--- src/lpcc_div.sv ---
// ----------------------------------------------------------------------------
// lpcc_div
// Pipelined restoring divider producing a short quotient, one bit per stage.
// ----------------------------------------------------------------------------
`default_nettype none

module lpcc_div #(
  parameter int QB = 11
) (
  input  wire            clk,
  input  wire            adv,
  input  wire [63:0]     in_mag,
  input  wire [46:0]     in_den,
  input  wire            in_neg,
  input  wire            in_ok,
  output logic [QB-1:0]  out_q,
  output logic           out_ok
);

  logic [63:0]   rem_r [QB+1];
  logic [46:0]   den_r [QB+1];
  logic [QB-1:0] q_r   [QB+1];
  logic          neg_r [QB+1];
  logic          ok_r  [QB+1];

  // The first stage flags quotients too large for QB bits.
  always_ff @(posedge clk) begin
    if (adv) begin
      rem_r[0] <= in_mag;
      den_r[0] <= in_den;
      q_r[0]   <= '0;
      neg_r[0] <= in_neg;
      ok_r[0]  <= in_ok && (in_mag < ({17'd0, in_den} << QB));
    end
  end

  for (genvar i = 0; i < QB; i++) begin : g_step
    logic [63:0] trial;
    assign trial = {17'd0, den_r[i]} << (QB - 1 - i);
    always_ff @(posedge clk) begin
      if (adv) begin
        den_r[i+1] <= den_r[i];
        neg_r[i+1] <= neg_r[i];
        ok_r[i+1]  <= ok_r[i];
        if (rem_r[i] >= trial) begin
          rem_r[i+1]           <= rem_r[i] - trial;
          q_r[i+1]             <= q_r[i] | (QB'(1) << (QB - 1 - i));
        end else begin
          rem_r[i+1]           <= rem_r[i];
          q_r[i+1]             <= q_r[i];
        end
      end
    end
  end

  assign out_q  = q_r[QB];
  assign out_ok = ok_r[QB] && !(neg_r[QB] && (q_r[QB] != '0));

endmodule

`default_nettype wire

--- config.mk ---
export PLATFORM = sky130hd
export DESIGN_NAME = lpcc_div
export DESIGN_NICKNAME = d
export VERILOG_FILES = /design/src/lpcc_div.sv
export SDC_FILE = /design/constraint.sdc
export NUM_CORES = 2
export LEC_CHECK = 0
export ABC_AREA = 1
export BUFFER_PORTS_ARGS = -buffer_cell sky130_fd_sc_hd__buf_2
export CAP_MARGIN = 20
export CORE_MARGIN = 1
export CORE_UTILIZATION = 50
export CTS_BUF_LIST = sky130_fd_sc_hd__clkbuf_4 sky130_fd_sc_hd__clkbuf_8
export DETAILED_ROUTE_END_ITERATION = 8
export PLACE_DENSITY = 0.68
export SLEW_MARGIN = 20
export SYNTH_ARGS = -nofsm -noshare
export SYNTH_HDL_FRONTEND = slang
export SYNTH_SLANG_ARGS = --single-unit
--- constraint.sdc ---
create_clock -name clk -period 2.96 [get_ports clk]
set_input_delay 0.148 -clock clk [delete_from_list [all_inputs] [get_ports clk]]
set_output_delay 0.148 -clock clk [all_outputs]
set_load 0.02 [all_outputs]
# Word-level counts from Yosys, hierarchy flattened
# Memories as Yosys holds them, arrays and structs flattened.
# Cells that the tools add are included.
# classes
n_addsub	11
order_cmp	12
muxes	90
bitwise_logic	22
reduce_logical	5
# ops
op	n
two-way mux 64 bit	11
two-way mux 11 bit	11
two-way mux 1 bit	68
>= comparator 64 x 47 -> 1 bit	1
>= comparator 64 x 48 -> 1 bit	1
>= comparator 64 x 49 -> 1 bit	1
>= comparator 64 x 50 -> 1 bit	1
>= comparator 64 x 51 -> 1 bit	1
>= comparator 64 x 52 -> 1 bit	1
>= comparator 64 x 53 -> 1 bit	1
>= comparator 64 x 54 -> 1 bit	1
>= comparator 64 x 55 -> 1 bit	1
>= comparator 64 x 56 -> 1 bit	1
>= comparator 64 x 57 -> 1 bit	1
< comparator 64 x 58 -> 1 bit	1
subtractor 64 x 47 -> 64 bit	1
subtractor 64 x 48 -> 64 bit	1
subtractor 64 x 49 -> 64 bit	1
subtractor 64 x 50 -> 64 bit	1
subtractor 64 x 51 -> 64 bit	1
subtractor 64 x 52 -> 64 bit	1
subtractor 64 x 53 -> 64 bit	1
subtractor 64 x 54 -> 64 bit	1
subtractor 64 x 55 -> 64 bit	1
6 further kinds	29
# word_totals
ff_bits	0
mem_bits_rw	1488
in_bits	115
out_inout_bits	12
elab_cells	145
memories	5
# memory_table
memory	words	word_bits	read_ports	rd_ports_with_merged_regs	write_ports	line_no	text
rem_r	12	64	11	0	12	20	logic [63:0] rem_r [QB+1];
den_r	12	47	11	0	12	21	logic [46:0] den_r [QB+1];
q_r	12	11	12	0	12	22	logic [QB-1:0] q_r [QB+1];
neg_r	12	1	12	0	12	23	logic neg_r [QB+1];
ok_r	12	1	12	0	12	24	logic ok_r [QB+1];

# Depth between registers and ports, before layout
# An unclocked memory read counts as a cell.
# logic_depth
depth_word	6
depth_mapped	18
mapped_depth_nobuf	17

# Least setup slack after synthesis
# No wires, ideal clock.
# synth_path
path_type	input -> register
from	in adv
to	mem q_r[8][10] (enable)
setup_time_ps	455
t_arrival_ps	2492
t_required_ps	2505
slack_ps	13
stages	3
path_buffers	3
cell_sequence	buf_2 buf_2 clkbuf_1
# synth_rtl
item	line_no	text
from (decl)	11	input wire adv,
to (decl)	22	

==> out/metrics.yaml <==
run_status:
  outcome: "finished clean"
cells_and_area:
  post_layout_nonfiller_instances: 18700
  area.growth.synth_to_final_pct: 20.3
  filler_cell_count: 18800
  drive_above_1_share_pct: 11.7
  final_nets: 16600
setup_path:
  criticalPathCategory: "register to register"
  critPathMaxStageDelay_ns: 0.42
  ff2ff_path_depth: 12
  ff_to_ff_setup_slack_ns: 0.007
  cp_slowest_cell: "edfxtp_1"
  critical-path-top-delay-family: "simple AND/OR/NAND/NOR gates"
  crit_fanout: 8
  timing.critical_path.cells: "ha_1 -> nand2_1 -> nor2_2 -> nand2_2 -> nor2_2 -> nand3_1 -> nand2_1 -> inv_1 -> nand4_4 -> buf_6 -> nand3b_1 -> nand2_2"
  worst-endpoint-arrival_ns: 3.80
  cp-end-kind: "register"
  worstPathRequired_ns: 3.80
  start_kind: "register"
  regToRegStartpoint: "rem_r[9][28]"
  timing.rr.end: "rem_r[10][49]"
  worst-path-buf-inv: 2
power_and_ir_drop:
  p_leak_nw: 63.5
  max-vdd-ir-drop_mv: 0.492
  power_density_mw_per_mm2: 867
clocking:
  path_clk_slew_ns: 0.06
  cts_buffers: 230
  max-clock-path-buffers: 3
  total_number_of_h_tree_levels: 4
  tritoncts: "built"
  root_buffer: "clkbuf_8"
  insertion_delay_ns: 1.12
  cts.sink_count: 1311
timing:
  period_share_pct: 99.7
  tightestPinTransition_ns: 1.05
  finalWorstPathRequiredPeriod_ns: 2.95
  finalHoldViolations: 0
  rsz0062_at_grt: "yes"
  setup_viol: 0
  maxClockFrequency_ghz: 0.339
  layout_setup_ws_ns: 0.00742
  timing.max_slew.rel_slack_pct: 30.1
  skew_ns: 0.104
  drv_slew: 0
  worst_hold_slack_ns: 0.239
synthesis:
  postSynthNetCount: 15100
  yosys_register_bits: 1311
  syn_area_per_cell_um2: 6.90
  synth-edff-count: 1311
  synth-warning-count: 0
  instance_count_of_the_mapped_netlist: 14400
  synth.yosys.seq_area_share_pct: 39.6
  synth.distinct_cells: 52
  dominantRegCellSynth: "edfxtp_1"
  syn_area_mm2: 0.0993
  async_reset_ff_share_pct: 0
detailed_routing:
  first_pass_iters: 7
  first_iter_violations: 8195
  ant_nets: 0
  via_count: 97600
  dr_drc_count: 0
  wirelength_um: 431000
  wire_per_inst_um: 23.0
  route.detailed.vias_per_inst: 5.21
min_path:
  worst_hold_path.num_cells: 3
  min_delay_worst_endpoint: "rem_r[1][56]"
  timing.hold.worst.start: "adv"
  min-delay-path-class: "primary input to register"
grt:
  globalRoute.totalOverflow: 0
  grt_pass1_wl_um: 629000
  grt_start_max_net_pins: 144
  antenna_violations_before_repair: 9
  track_usage_pct: 43.3
  grt_pass1_vias: 97700
floorplanning:
  core_area_mm2: 0.197
  fp-row-count: 163
  total_i_o_pin_count: 127
  design.die.area_mm2: 0.200
  dieWidth_um: 448
  initial_utilization_pct: 50.3
  die_h_um: 448
placed_design:
  numPlacedInstances: 18100
  portBuffers: 126
  post-place-ws_ns: -0.248
  finalWeightedCongestion: 1.12
  dp_hpwl_um: 351000
job:
  drv_cap: 0
[repair_timing]
action | in CTS | in global routing
gates resized for setup | 19 | 219
pin swaps | 5 | 25
setup endpoints to repair | 183 | 429
gates cloned | 0 | 1
buffers inserted | 2 | 27
hold endpoints to repair | 650 | 0
hold buffers | 226 | 0
[report_power, final]
group | switching [mW] | internal (mW) | total (mW)
combinational | 37.0 | 18.9 | 55.9
sequential | 3.17 | 25.9 | 29.1
clock | 8.63 | 9.97 | 18.6
total | 48.8 | 54.8 | 104
[worst max path at each step]
| stage | depth (start not counted) | endpoint | start | slack (ns) |
|---|---|---|---|---|
| global route | 17 | rem_r[3][26] | den_r[2][0] | -0.03 |
| global placement | 14 | rem_r[9][36] | den_r[8][28] | -0.24 |
| floorplan | 3 | q_r[8][10] | adv | 0.01 |
| detailed placement | 14 | rem_r[2][40] | rem_r[1][31] | -0.25 |
| CTS | 14 | rem_r[9][62] | den_r[8][0] | 0.0006 |
| finish | 12 | rem_r[10][49] | rem_r[9][28] | 0.007 |
[worst min-delay path, delay by kind of cell]
kind                   cells  cell delay [ns]
buffers and inverters      3             0.97
[flip-flops by register name (all words and copies together), names as in the netlist]
name   cells
den_r    517
ok_r      12
neg_r     12
q_r       66
rem_r    704
[cells in the final DEF (no fill, tap or decap), types with 226 or more instances in the layout]
| master | count |
|---|---|
| nand2_1 | 5671 |
| inv_1 | 3152 |
| edfxtp_1 | 1311 |
| nor2_1 | 1105 |
| buf_4 | 954 |
| nand3_1 | 651 |
| ha_1 | 537 |
| a21oi_1 | 415 |
| xor2_1 | 236 |
| clkbuf_8 | 230 |
| dlygate4sd3_1 | 226 |
[per-stage QoR]
step / utilization (%) / power (mW) / TNS [ns] / cell area (um^2)
2_1_floorplan: - / 57.8 / 0 / 99300
3_3_place_gp: 56.2 / 81.3 / -20.70 / 111000
4_1_cts: 60.0 / 100 / 0 / 118000
3_5_place_dp: 56.2 / 81.5 / -20.83 / 111000
6_report: 60.6 / 104 / 0 / 120000
5_1_grt: 60.5 / 109 / -0.158 / 120000
[layer usage]
layer	global-route usage [%]	share of wire, %	wire, um	vias to the layer above
li1	-	-	-	47500
met1	38.9	31	133000	44000
met2	76.0	49	209000	4017
met3	10.0	6.4	27600	2075
met4	48.2	14	61200	8
met5	0.0244	0.011	46	-
[cells in the mapped netlist (21+ instances only)]
cell type | n | area, um^2
xor2_1 | 236 | 2070
nand3_1 | 667 | 3340
xnor2_1 | 43 | 377
inv_2 | 21 | 78.8
nand3b_1 | 168 | 1260
o21ai_0 | 181 | 906
and2_1 | 29 | 181
a21oi_1 | 431 | 2160
nand4_1 | 146 | 913
nor3_1 | 101 | 505
edfxtp_1 | 1311 | 39400
buf_6 | 49 | 552
ha_1 | 563 | 7040
inv_1 | 3159 | 11900
buf_2 | 35 | 175
nor2_1 | 1142 | 4290
nor2_2 | 55 | 344
nand2_1 | 5746 | 21600
nor4_1 | 22 | 138
o21ai_1 | 32 | 160
o21bai_1 | 63 | 473
[cell families after synthesis]
| group | Yosys count | share of synthesized area (%) |
|---|---|---|
| AOI/OAI and AO/OA | 750 | 4.06 |
| xor gates and xnor gates | 279 | 2.46 |
| adders and majority gates | 573 | 7.29 |
| buffers and inverters | 3304 | 13.0 |
| DFF | 1311 | 39.6 |
| and+or+nand+nor | 8172 | 33.6 |
[area by class of cell]
type	instances	area (um^2)	share of cell area, %
inverter	3183	12000	10.0
clock buffer	274	3500	2.92
timing repair buffer	1400	11900	9.92
clock inverter	156	1500	1.25
sequential	1311	39400	32.9
tap	2640	3300	2.76
multi-input combinational	9774	48000	40.2
antenna	10	25.0	0.0209
Power figures use the tool's default switching activity.
